`config.mk`:
```
export PLATFORM = sky130hd
export DESIGN_NAME = signed_int_to_radix_digits_top_flat
export DESIGN_NICKNAME = d
export VERILOG_FILES = /design/src/hw/rtl/sird_pkg.sv /design/src/hw/rtl/sird_ifs.sv /design/src/hw/rtl/sird_fifo.sv /design/src/hw/rtl/sird_front.sv /design/src/hw/rtl/sird_back.sv /design/src/hw/rtl/signed_int_to_radix_digits_top.sv /design/src/flat_wrapper.sv
export SDC_FILE = /design/constraint.sdc
export NUM_CORES = 2
export LEC_CHECK = 0
export BUFFER_PORTS_ARGS = -buffer_cell sky130_fd_sc_hd__buf_2
export CORE_MARGIN = 2
export CORE_UTILIZATION = 60
export CTS_CLUSTER_DIAMETER = 50
export DETAILED_ROUTE_END_ITERATION = 7
export GPL_TIMING_DRIVEN = 0
export PLACE_DENSITY = 0.78
export SLEW_MARGIN = 25
export SYNTH_ARGS = -nofsm -noshare
export SYNTH_HDL_FRONTEND = slang
export SYNTH_SLANG_ARGS = --single-unit
```
`constraint.sdc`:
```
create_clock -name clock -period 17.8 [get_ports clock]
set_clock_uncertainty 0.05 [all_clocks]
set_input_delay 0.89 -clock clock [delete_from_list [all_inputs] [get_ports clock]]
set_output_delay 0.89 -clock clock [all_outputs]
set_load 0.05 [all_outputs]
```
`src/hw/rtl/sird_pkg.sv`:
```
// ----------------------------------------------------------------------------
// sird_pkg
// Shared types, constants and helpers for the signed integer to radix digits
// block.
// ----------------------------------------------------------------------------
package sird_pkg;

   localparam int MAG_W   = 32;
   localparam int DIGIT_W = 4;
   localparam int NUM_CH  = 16;
   localparam int CNT_W   = 6;

   localparam logic [1:0] CSR_BASE_LENGTH  = 2'd0;
   localparam logic [1:0] CSR_DIGITS_LOWER = 2'd1;
   localparam logic [1:0] CSR_DIGITS_UPPER = 2'd2;

   localparam logic [7:0] CHAR_PLUS  = 8'h2B;
   localparam logic [7:0] CHAR_MINUS = 8'h2D;
   localparam logic [7:0] CHAR_SPACE = 8'h20;
   localparam logic [7:0] CHAR_HIGH  = 8'h80;

   typedef struct packed {
      logic [4:0]   base_length;
      logic [127:0] digits;
   } cfg_type;

   typedef struct packed {
      logic              negative;
      logic [MAG_W-1:0]  magnitude;
   } entry_type;

   function automatic logic [7:0] digit_char(input logic [127:0] digits,
                                             input logic [DIGIT_W-1:0] idx);
      digit_char = digits[{idx, 3'b000} +: 8];
   endfunction

endpackage

```
`src/hw/rtl/sird_ifs.sv`:
```
// ----------------------------------------------------------------------------
// sird channel interfaces
// Valid/ready channels for input values, output characters and csr writes.
// ----------------------------------------------------------------------------
interface sird_req_if;
   logic               valid;
   logic               ready;
   logic signed [31:0] value;
   modport source (output valid, output value, input ready);
   modport sink   (input valid, input value, output ready);
endinterface

interface sird_rsp_if;
   logic       valid;
   logic       ready;
   logic [6:0] character;
   logic       is_last;
   modport source (output valid, output character, output is_last, input ready);
   modport sink   (input valid, input character, input is_last, output ready);
endinterface

interface sird_csr_if;
   logic        valid;
   logic        ready;
   logic [1:0]  index;
   logic [63:0] data;
   modport source (output valid, output index, output data, input ready);
   modport sink   (input valid, input index, input data, output ready);
endinterface

```
`src/hw/rtl/sird_fifo.sv`:
```
// ----------------------------------------------------------------------------
// sird_fifo
// Two-entry queue of classified values between front and back.
// ----------------------------------------------------------------------------
module sird_fifo (
   input  logic                clock,
   input  logic                reset,
   input  logic                push,
   input  sird_pkg::entry_type push_data,
   input  logic                pop,
   output sird_pkg::entry_type pop_data,
   output logic                full,
   output logic                empty
);

   sird_pkg::entry_type mem_ff [2];
   logic       wr_ptr_ff, wr_ptr_in;
   logic       rd_ptr_ff, rd_ptr_in;
   logic [1:0] count_ff, count_in;

   assign full     = (count_ff == 2'd2);
   assign empty    = (count_ff == 2'd0);
   assign pop_data = mem_ff[rd_ptr_ff];

   always_comb begin
      wr_ptr_in = push ? ~wr_ptr_ff : wr_ptr_ff;
      rd_ptr_in = pop ? ~rd_ptr_ff : rd_ptr_ff;
      count_in  = count_ff + {1'b0, push} - {1'b0, pop};
   end

   always_ff @(posedge clock) begin
      if (reset) begin
         wr_ptr_ff <= 1'b0;
         rd_ptr_ff <= 1'b0;
         count_ff  <= 2'd0;
      end else begin
         wr_ptr_ff <= wr_ptr_in;
         rd_ptr_ff <= rd_ptr_in;
         count_ff  <= count_in;
      end
   end

   always_ff @(posedge clock) begin
      if (push) begin
         mem_ff[wr_ptr_ff] <= push_data;
      end
   end

endmodule

```
`src/hw/rtl/sird_front.sv`:
```
// ----------------------------------------------------------------------------
// sird_front
// Accepts input values, checks the alphabet, queues sign and magnitude if valid.
// ----------------------------------------------------------------------------
module sird_front #(
   parameter int MAX_RADIX = 16
) (
   input  logic                clock,
   input  logic                reset,
   input  sird_pkg::cfg_type   cfg,
   sird_req_if.sink            req_if,
   input  logic                fifo_full,
   output logic                fifo_push,
   output sird_pkg::entry_type fifo_data
);

   localparam logic [4:0] MAX_N = 5'(MAX_RADIX);

   logic               occ_ff, occ_in;
   logic signed [31:0] value_ff, value_in;
   logic               alph_ok_ff, alph_ok_in;

   function automatic logic alphabet_ok(input sird_pkg::cfg_type c);
      logic       ok;
      logic [7:0] ch;
      ok = (c.base_length >= 5'd2) && (c.base_length <= MAX_N) &&
           (c.base_length <= 5'(sird_pkg::NUM_CH));
      for (int i = 0; i < sird_pkg::NUM_CH; i++) begin
         ch = sird_pkg::digit_char(c.digits, 4'(i));
         if (5'(i) < c.base_length) begin
            if (ch == sird_pkg::CHAR_PLUS || ch == sird_pkg::CHAR_MINUS ||
                ch <= sird_pkg::CHAR_SPACE || ch >= sird_pkg::CHAR_HIGH) begin
               ok = 1'b0;
            end
            for (int j = i + 1; j < sird_pkg::NUM_CH; j++) begin
               if (5'(j) < c.base_length &&
                   sird_pkg::digit_char(c.digits, 4'(j)) == ch) begin
                  ok = 1'b0;
               end
            end
         end
      end
      return ok;
   endfunction

   assign req_if.ready = !occ_ff;
   assign alph_ok_in   = alphabet_ok(cfg);

   always_comb begin
      occ_in    = occ_ff;
      value_in  = value_ff;
      fifo_push = 1'b0;
      fifo_data.negative  = value_ff[31];
      fifo_data.magnitude = value_ff[31] ? (32'd0 - value_ff) : value_ff;
      if (occ_ff) begin
         if (!alph_ok_ff) begin
            occ_in = 1'b0;
         end else if (!fifo_full) begin
            fifo_push = 1'b1;
            occ_in    = 1'b0;
         end
      end
      if (req_if.valid && req_if.ready) begin
         occ_in   = 1'b1;
         value_in = req_if.value;
      end
   end

   always_ff @(posedge clock) begin
      if (reset) begin
         occ_ff     <= 1'b0;
         alph_ok_ff <= 1'b0;
      end else begin
         occ_ff     <= occ_in;
         alph_ok_ff <= alph_ok_in;
      end
   end

   always_ff @(posedge clock) begin
      value_ff <= value_in;
   end

endmodule

```
`src/hw/rtl/sird_back.sv`:
```
// ----------------------------------------------------------------------------
// sird_back
// Divides the magnitude by the radix, eight quotient bits a cycle, buffers
// the digits and emits sign and digits most significant first.
// ----------------------------------------------------------------------------
module sird_back (
   input  logic                clock,
   input  logic                reset,
   input  sird_pkg::cfg_type   cfg,
   input  logic                fifo_empty,
   input  sird_pkg::entry_type fifo_data,
   output logic                fifo_pop,
   sird_rsp_if.source          rsp_if
);

   localparam logic [1:0] ST_IDLE = 2'd0;
   localparam logic [1:0] ST_DIV  = 2'd1;
   localparam logic [1:0] ST_SIGN = 2'd2;
   localparam logic [1:0] ST_EMIT = 2'd3;
   localparam int STEPS = 8;

   logic [1:0]                       state_ff, state_in;
   logic [1:0]                       step_ff, step_in;
   logic [sird_pkg::CNT_W-1:0]       nd_ff, nd_in;
   logic                             neg_ff, neg_in;
   logic [sird_pkg::MAG_W-1:0]       quot_ff, quot_in;
   logic [sird_pkg::DIGIT_W-1:0]     rem_ff, rem_in;
   logic [sird_pkg::DIGIT_W-1:0]     buf_ff [sird_pkg::MAG_W];
   logic                             buf_we;
   logic [sird_pkg::MAG_W-1:0]       q_next;
   logic [sird_pkg::DIGIT_W-1:0]     r_next;
   logic [sird_pkg::DIGIT_W:0]       t;
   logic [sird_pkg::CNT_W-1:0]       rd_pos;
   logic [7:0]                       out_char;

   // eight restoring division steps per cycle
   always_comb begin
      q_next = quot_ff;
      r_next = rem_ff;
      t      = '0;
      for (int k = 0; k < STEPS; k++) begin
         t      = {r_next, q_next[sird_pkg::MAG_W-1]};
         q_next = {q_next[sird_pkg::MAG_W-2:0], 1'b0};
         if (t >= cfg.base_length) begin
            t         = t - cfg.base_length;
            q_next[0] = 1'b1;
         end
         r_next = t[sird_pkg::DIGIT_W-1:0];
      end
   end

   always_comb begin
      state_in = state_ff;
      step_in  = step_ff;
      nd_in    = nd_ff;
      neg_in   = neg_ff;
      quot_in  = quot_ff;
      rem_in   = rem_ff;
      fifo_pop = 1'b0;
      buf_we   = 1'b0;
      case (state_ff)
         ST_IDLE: begin
            if (!fifo_empty) begin
               fifo_pop = 1'b1;
               neg_in   = fifo_data.negative;
               quot_in  = fifo_data.magnitude;
               rem_in   = '0;
               step_in  = '0;
               nd_in    = '0;
               state_in = ST_DIV;
            end
         end
         ST_DIV: begin
            quot_in = q_next;
            rem_in  = r_next;
            step_in = step_ff + 2'd1;
            if (step_ff == 2'd3) begin
               buf_we = 1'b1;
               nd_in  = nd_ff + 6'd1;
               rem_in = '0;
               if (q_next == '0 || nd_ff >= 6'd31) begin
                  state_in = neg_ff ? ST_SIGN : ST_EMIT;
               end
            end
         end
         ST_SIGN: begin
            if (rsp_if.ready) begin
               state_in = ST_EMIT;
            end
         end
         ST_EMIT: begin
            if (rsp_if.ready) begin
               nd_in = nd_ff - 6'd1;
               if (nd_ff == 6'd1) begin
                  state_in = ST_IDLE;
               end
            end
         end
         default: begin
            state_in = ST_IDLE;
         end
      endcase
   end

   assign rd_pos   = nd_ff - 6'd1;
   assign out_char = sird_pkg::digit_char(cfg.digits, buf_ff[rd_pos[4:0]]);

   assign rsp_if.valid     = (state_ff == ST_SIGN) || (state_ff == ST_EMIT);
   assign rsp_if.character = (state_ff == ST_SIGN) ? sird_pkg::CHAR_MINUS[6:0]
                                                   : out_char[6:0];
   assign rsp_if.is_last   = (state_ff == ST_EMIT) && (nd_ff == 6'd1);

   always_ff @(posedge clock) begin
      if (reset) begin
         state_ff <= ST_IDLE;
         step_ff  <= '0;
         nd_ff    <= '0;
      end else begin
         state_ff <= state_in;
         step_ff  <= step_in;
         nd_ff    <= nd_in;
      end
   end

   always_ff @(posedge clock) begin
      neg_ff  <= neg_in;
      quot_ff <= quot_in;
      rem_ff  <= rem_in;
      if (buf_we) begin
         buf_ff[nd_ff[4:0]] <= r_next;
      end
   end

endmodule

```
`src/hw/rtl/signed_int_to_radix_digits_top.sv`:
```
// flow: the front registers each input beat and, with a valid alphabet, queues it
//   for the divider, which works digit by digit; then one output beat per cycle,
//   while the output is ready, for the sign and each digit. A new value can queue
//   as one converts; the single digit divider limits how fast values get through
// reset: synchronous, clears the registers to 0, the queue and all control
// ----------------------------------------------------------------------------
// signed_int_to_radix_digits_top
// Converts signed 32-bit values to text in a radix set by a csr alphabet.
// ----------------------------------------------------------------------------
module signed_int_to_radix_digits_top #(
   parameter int MAX_RADIX = 16
) (
   input  logic       clock,
   input  logic       reset,
   sird_req_if.sink   req_if,
   sird_rsp_if.source rsp_if,
   sird_csr_if.sink   csr_if
);

   logic [4:0]          base_length_ff, base_length_in;
   logic [63:0]         digits_lower_ff, digits_lower_in;
   logic [63:0]         digits_upper_ff, digits_upper_in;
   sird_pkg::cfg_type   cfg;
   sird_pkg::entry_type push_data;
   sird_pkg::entry_type pop_data;
   logic                fifo_push, fifo_pop, fifo_full, fifo_empty;

   assign csr_if.ready = 1'b1;
   assign cfg          = {base_length_ff, digits_upper_ff, digits_lower_ff};

   always_comb begin
      base_length_in  = base_length_ff;
      digits_lower_in = digits_lower_ff;
      digits_upper_in = digits_upper_ff;
      if (csr_if.valid) begin
         case (csr_if.index)
            sird_pkg::CSR_BASE_LENGTH:  base_length_in  = csr_if.data[4:0];
            sird_pkg::CSR_DIGITS_LOWER: digits_lower_in = csr_if.data;
            sird_pkg::CSR_DIGITS_UPPER: digits_upper_in = csr_if.data;
            default: begin
            end
         endcase
      end
   end

   always_ff @(posedge clock) begin
      if (reset) begin
         base_length_ff  <= '0;
         digits_lower_ff <= '0;
         digits_upper_ff <= '0;
      end else begin
         base_length_ff  <= base_length_in;
         digits_lower_ff <= digits_lower_in;
         digits_upper_ff <= digits_upper_in;
      end
   end

   sird_front #(
      .MAX_RADIX (MAX_RADIX)
   ) u_front (
      .clock     (clock),
      .reset     (reset),
      .cfg       (cfg),
      .req_if    (req_if),
      .fifo_full (fifo_full),
      .fifo_push (fifo_push),
      .fifo_data (push_data)
   );

   sird_fifo u_fifo (
      .clock     (clock),
      .reset     (reset),
      .push      (fifo_push),
      .push_data (push_data),
      .pop       (fifo_pop),
      .pop_data  (pop_data),
      .full      (fifo_full),
      .empty     (fifo_empty)
   );

   sird_back u_back (
      .clock      (clock),
      .reset      (reset),
      .cfg        (cfg),
      .fifo_empty (fifo_empty),
      .fifo_data  (pop_data),
      .fifo_pop   (fifo_pop),
      .rsp_if     (rsp_if)
   );

   // output is quiet right after reset
   a_rsp_idle_after_reset: assert property (@(posedge clock)
      reset |=> !rsp_if.valid)
      else $error("rsp beat right after reset");

   // a finished number leaves a gap before the next one
   a_gap_after_last: assert property (@(posedge clock) disable iff (reset)
      (rsp_if.valid && rsp_if.ready && rsp_if.is_last) |=> !rsp_if.valid)
      else $error("rsp beat directly after last character");

   // front holds one value at a time
   a_front_single: assert property (@(posedge clock) disable iff (reset)
      (req_if.valid && req_if.ready) |=> !req_if.ready)
      else $error("front accepted while occupied");

   // the queue is never pushed beyond its depth
   a_no_overflow: assert property (@(posedge clock) disable iff (reset)
      fifo_full |-> !fifo_push)
      else $error("queue overflow");

endmodule

```
`src/flat_wrapper.sv`:
```
// flat-port wrapper written by rule: the top's interface ports become plain ports
module signed_int_to_radix_digits_top_flat 
#(
   parameter int MAX_RADIX = 16
)
  (clock, reset, req_if_valid, req_if_value, req_if_ready, rsp_if_valid, rsp_if_character, rsp_if_is_last, rsp_if_ready, csr_if_valid, csr_if_index, csr_if_data, csr_if_ready);
  sird_req_if req_if_i ();
  sird_rsp_if rsp_if_i ();
  sird_csr_if csr_if_i ();
  input  logic clock;
  input  logic reset;
  input wire logic [$bits(req_if_i.valid)-1:0] req_if_valid;
  input wire logic [$bits(req_if_i.value)-1:0] req_if_value;
  output wire logic [$bits(req_if_i.ready)-1:0] req_if_ready;
  output wire logic [$bits(rsp_if_i.valid)-1:0] rsp_if_valid;
  output wire logic [$bits(rsp_if_i.character)-1:0] rsp_if_character;
  output wire logic [$bits(rsp_if_i.is_last)-1:0] rsp_if_is_last;
  input wire logic [$bits(rsp_if_i.ready)-1:0] rsp_if_ready;
  input wire logic [$bits(csr_if_i.valid)-1:0] csr_if_valid;
  input wire logic [$bits(csr_if_i.index)-1:0] csr_if_index;
  input wire logic [$bits(csr_if_i.data)-1:0] csr_if_data;
  output wire logic [$bits(csr_if_i.ready)-1:0] csr_if_ready;
  assign req_if_i.valid = req_if_valid;
  assign req_if_i.value = req_if_value;
  assign req_if_ready = req_if_i.ready;
  assign rsp_if_valid = rsp_if_i.valid;
  assign rsp_if_character = rsp_if_i.character;
  assign rsp_if_is_last = rsp_if_i.is_last;
  assign rsp_if_i.ready = rsp_if_ready;
  assign csr_if_i.valid = csr_if_valid;
  assign csr_if_i.index = csr_if_index;
  assign csr_if_i.data = csr_if_data;
  assign csr_if_ready = csr_if_i.ready;
  signed_int_to_radix_digits_top #(.MAX_RADIX(MAX_RADIX)) u_core (.clock(clock), .reset(reset), .req_if(req_if_i), .rsp_if(rsp_if_i), .csr_if(csr_if_i));
endmodule
```
==> implementation parameters <==
Parameter                              Value

Status
  Result of the run    complete, but fails checks
  Failing checks    DRC

Placed design
  Final weighted congestion in routability-driven placement    1.14
  Total half-perimeter wirelength after legalization and detailed placement    97.8 mm
  Number of input and output port buffers inserted    111
  Count of placed standard cells including taps    4294

Detailed routing
  Initial DRC count    5549
  Via density    7.01
  Detail Route Antenna Nets    0
  Average wire length per cell after detail routing    34.0 µm
  DRC violations left    2
  Routed Wire Length    149 mm
  Pre-Repair DR Iteration Count    8
  Count of vias placed by the detailed router    30826

CTS
  Clock sink count    413
  Clock root cell    sky130_fd_sc_hd__clkbuf_16
  Setup Buffers After CTS    0
  CTS HTree Levels    2
  Clock transition at path regs    0.06 ns
  Buffer depth of the longest clock path    3
  Worst skew pair latency    0.66 ns
  Number of hold-repair buffers added at the cts stage    0
  Clock tree from TritonCTS    done
  Total clock buffers created by CTS    49
  CTS resizes    0

Timing
  Setup TNS    0 ns
  Max transition margin    15.6%
  Min Clock Period, post-route    15.92 ns
  Total setup violations reported at the end of the flow    0
  Unrepaired setup endpoints after global routing    false
  Hold Violations, Final    0
  Number of max-slew violations in the final report    0
  Worst slew pin tran    1.25 ns
  Highest clock frequency the design can meet    62.8 MHz
  Period utilization    89.4%

Floorplanning
  Die W    235 µm
  Placeable core region    0.0526 mm²
  Standard-cell row count    84
  Die boundary height    235 µm
  Initial cell density of the core    60.7%
  Area enclosed by the die boundary    0.0550 mm²
  I/O pin count    114

GRT
  Aggregate global-route resource usage    54.0%
  Wire length of the first global-routing pass    207 mm
  Remaining global-route overflow    0
  Vias in the first global route    28362
  Maximum number of pins on one net before global-route repair    37
  Initial antenna violation count    6

Logic synthesis
  Post-synthesis cell area    0.0319 mm²
  Post-synth cell types    83
  Number of enable flip-flop cells after synthesis    263
  Commonest cells in the netlist    550 x sky130_fd_sc_hd__xnor2_1, 449 x sky130_fd_sc_hd__xor2_1, 332 x sky130_fd_sc_hd__nand2_1
  Synthesized netlist cell count    3484
  Synth Area per Inst    9.15 µm²
  Post-synth top area cell    sky130_fd_sc_hd__edfxtp_1
  Number of warnings reported in the yosys synthesis log    0
  Synthesized net count    3650
  Seq/Total Area, Yosys    34.2%
  Number of flip-flops and latches in the synthesized netlist    413
  Leading post-synthesis cells by cell area    sky130_fd_sc_hd__edfxtp_1 25%, sky130_fd_sc_hd__xnor2_1 15%, sky130_fd_sc_hd__xor2_1 12%
  Library cell with the highest instance count after synthesis    sky130_fd_sc_hd__xnor2_1
  Most used flip-flop cell after synthesis    sky130_fd_sc_hd__edfxtp_1
  Async set-or-reset flop fraction in the synthesized netlist    0%
  Top cell type's share of synthesized area    24.8%

Min path
  Worst hold path cell count    1
  Worst Min Path Start    req_if_value[4]
  Worst Hold Endpoint    u_core.u_front.value_ff[4]
  Path class of the lowest-slack min-delay path    in2reg

Setup path
  Element type at the critical path start    flop
  End of the worst register-to-register path    u_core.u_back.buf_ff[31][3]
  Critical path startpoint    u_core.base_length_ff[1]
  Minimum setup slack among reg-to-reg paths    1.88 ns
  Required time at the worst-slack endpoint    18.08 ns
  Worst path slowest cell    sky130_fd_sc_hd__dfxtp_1
  Setup crit end kind    flop
  Arrival time of data at the critical path endpoint    16.20 ns
  Critical path fanouts, max    32
  Length in cells of the worst reg-to-reg path    56
  Longest individual stage delay on the worst path    0.80 ns
  Worst r2r src    u_core.base_length_ff[1]
  Crit path kind    reg2reg

Cells and area
  Number of standard cells in the final layout excluding fillers    4395
  Layout net count    3825
  Area growth, synth to finish    10.9%
  Ratio of cells with drive above 1 in the final layout    12.3%

Flow run
  MaxCap Viol Count    0
[layout make-up]
class,count,area [µm²]
diodes,8,20.0
plain buffers,369,1620
clock buffers,65,1330
clock inverters,26,289
fillers,4313,17200
inverters,49,184
multi-input cells,2653,19400
flip-flops and latches,413,10900
well taps,688,861
repair buffers,124,764
[worst max path at each step]
stage,to,slack (ns)
6_report,u_core.u_back.buf_ff[31][3],1.88
4_1_cts,u_core.u_back.buf_ff[29][3],1.55
5_1_grt,u_core.u_back.buf_ff[29][3],0.95
2_1_floorplan,u_core.u_back.rem_ff[1],4.45
3_3_place_gp,u_core.u_back.buf_ff[14][2],0.61
3_5_place_dp,u_core.u_back.buf_ff[15][3],1.70
[per-stage QoR]
stage	instance area (µm²)	hold WS [ns]	setup slack [ns]	utilization [%]
floorplan	31900	0.408	4.45	-
global placement	33300	0.424	0.608	63.4
detailed placement	33600	0.431	1.70	64.0
CTS	35200	0.385	1.55	67.1
global route	35400	0.374	0.945	67.3
finish	35400	0.381	1.88	67.3
[critical path, delay by kind of cell (launching register included)]
| family | cells | cell delay, ns |
|---|---|---|
| mux | 5 | 2.13 |
| buf+inv | 10 | 2.14 |
| simple gates | 7 | 1.59 |
| fa+ha+maj | 8 | 2.22 |
| compound gates | 26 | 6.63 |
| flops | 1 | 0.80 |
[cell families (layout without fill, tap and decap cells)]
kind of cell / count (synthesis) / after routing / share of synthesized area (%)
flip-flops: 413 / 413 / 34.2
buffers and inverters: 418 / 633 / 5.34
XOR/XNOR: 1000 / 1000 / 27.5
other: 1 / 9 / 0.0118
adder cells (fa/ha/maj): 63 / 63 / 2.66
multiplexers: 133 / 133 / 5.24
AO/OA/AOI/OAI: 450 / 450 / 8.68
AND/OR/NAND/NOR: 1006 / 1006 / 16.4
[per-layer routing]
layer / part of all wire, % / GRT usage [%] / vias up
met3: 16 / 29.7 / 1008
met2: 40 / 75.0 / 2854
met1: 34 / 61.3 / 14434
met5: 0.13 / 2.32 / -
li1: - / - / 12522
met4: 10 / 41.6 / 8
[state kept, by name, indices dropped and copies added (netlist names), named ones only]
register,cells
u_core.u_back.nd_ff,6
u_core.u_front.value_ff,32
u_core.u_back.state_ff,2
u_core.u_back.rem_ff,4
u_core.u_front.occ_ff,1
u_core.u_fifo.rd_ptr_ff,1
u_core.u_back.buf_ff,128
u_core.digits_upper_ff,64
u_core.base_length_ff,5
u_core.u_back.quot_ff,32
u_core.u_fifo.mem_ff,66
u_core.digits_lower_ff,64
u_core.u_fifo.wr_ptr_ff,1
u_core.u_fifo.count_ff,2
u_core.u_back.neg_ff,1
u_core.u_front.alph_ok_ff,1
u_core.u_back.step_ff,2
[cell usage in the layout, fill, tap and decap left out, drive strengths merged, types with 80 or more instances in the layout]
master and count:
edfxtp 263, nor4 138, dfxtp 150, xor2 449, nand2 333, buf 283, xnor2 551, nand4 143
nor2 89, nand3 80, a21oi 176, clkbuf 275, o21ai 94
Power is left out: the tool's default activity adds up to more than one toggle a clock period on the data nets, which glitch-free logic cannot reach.
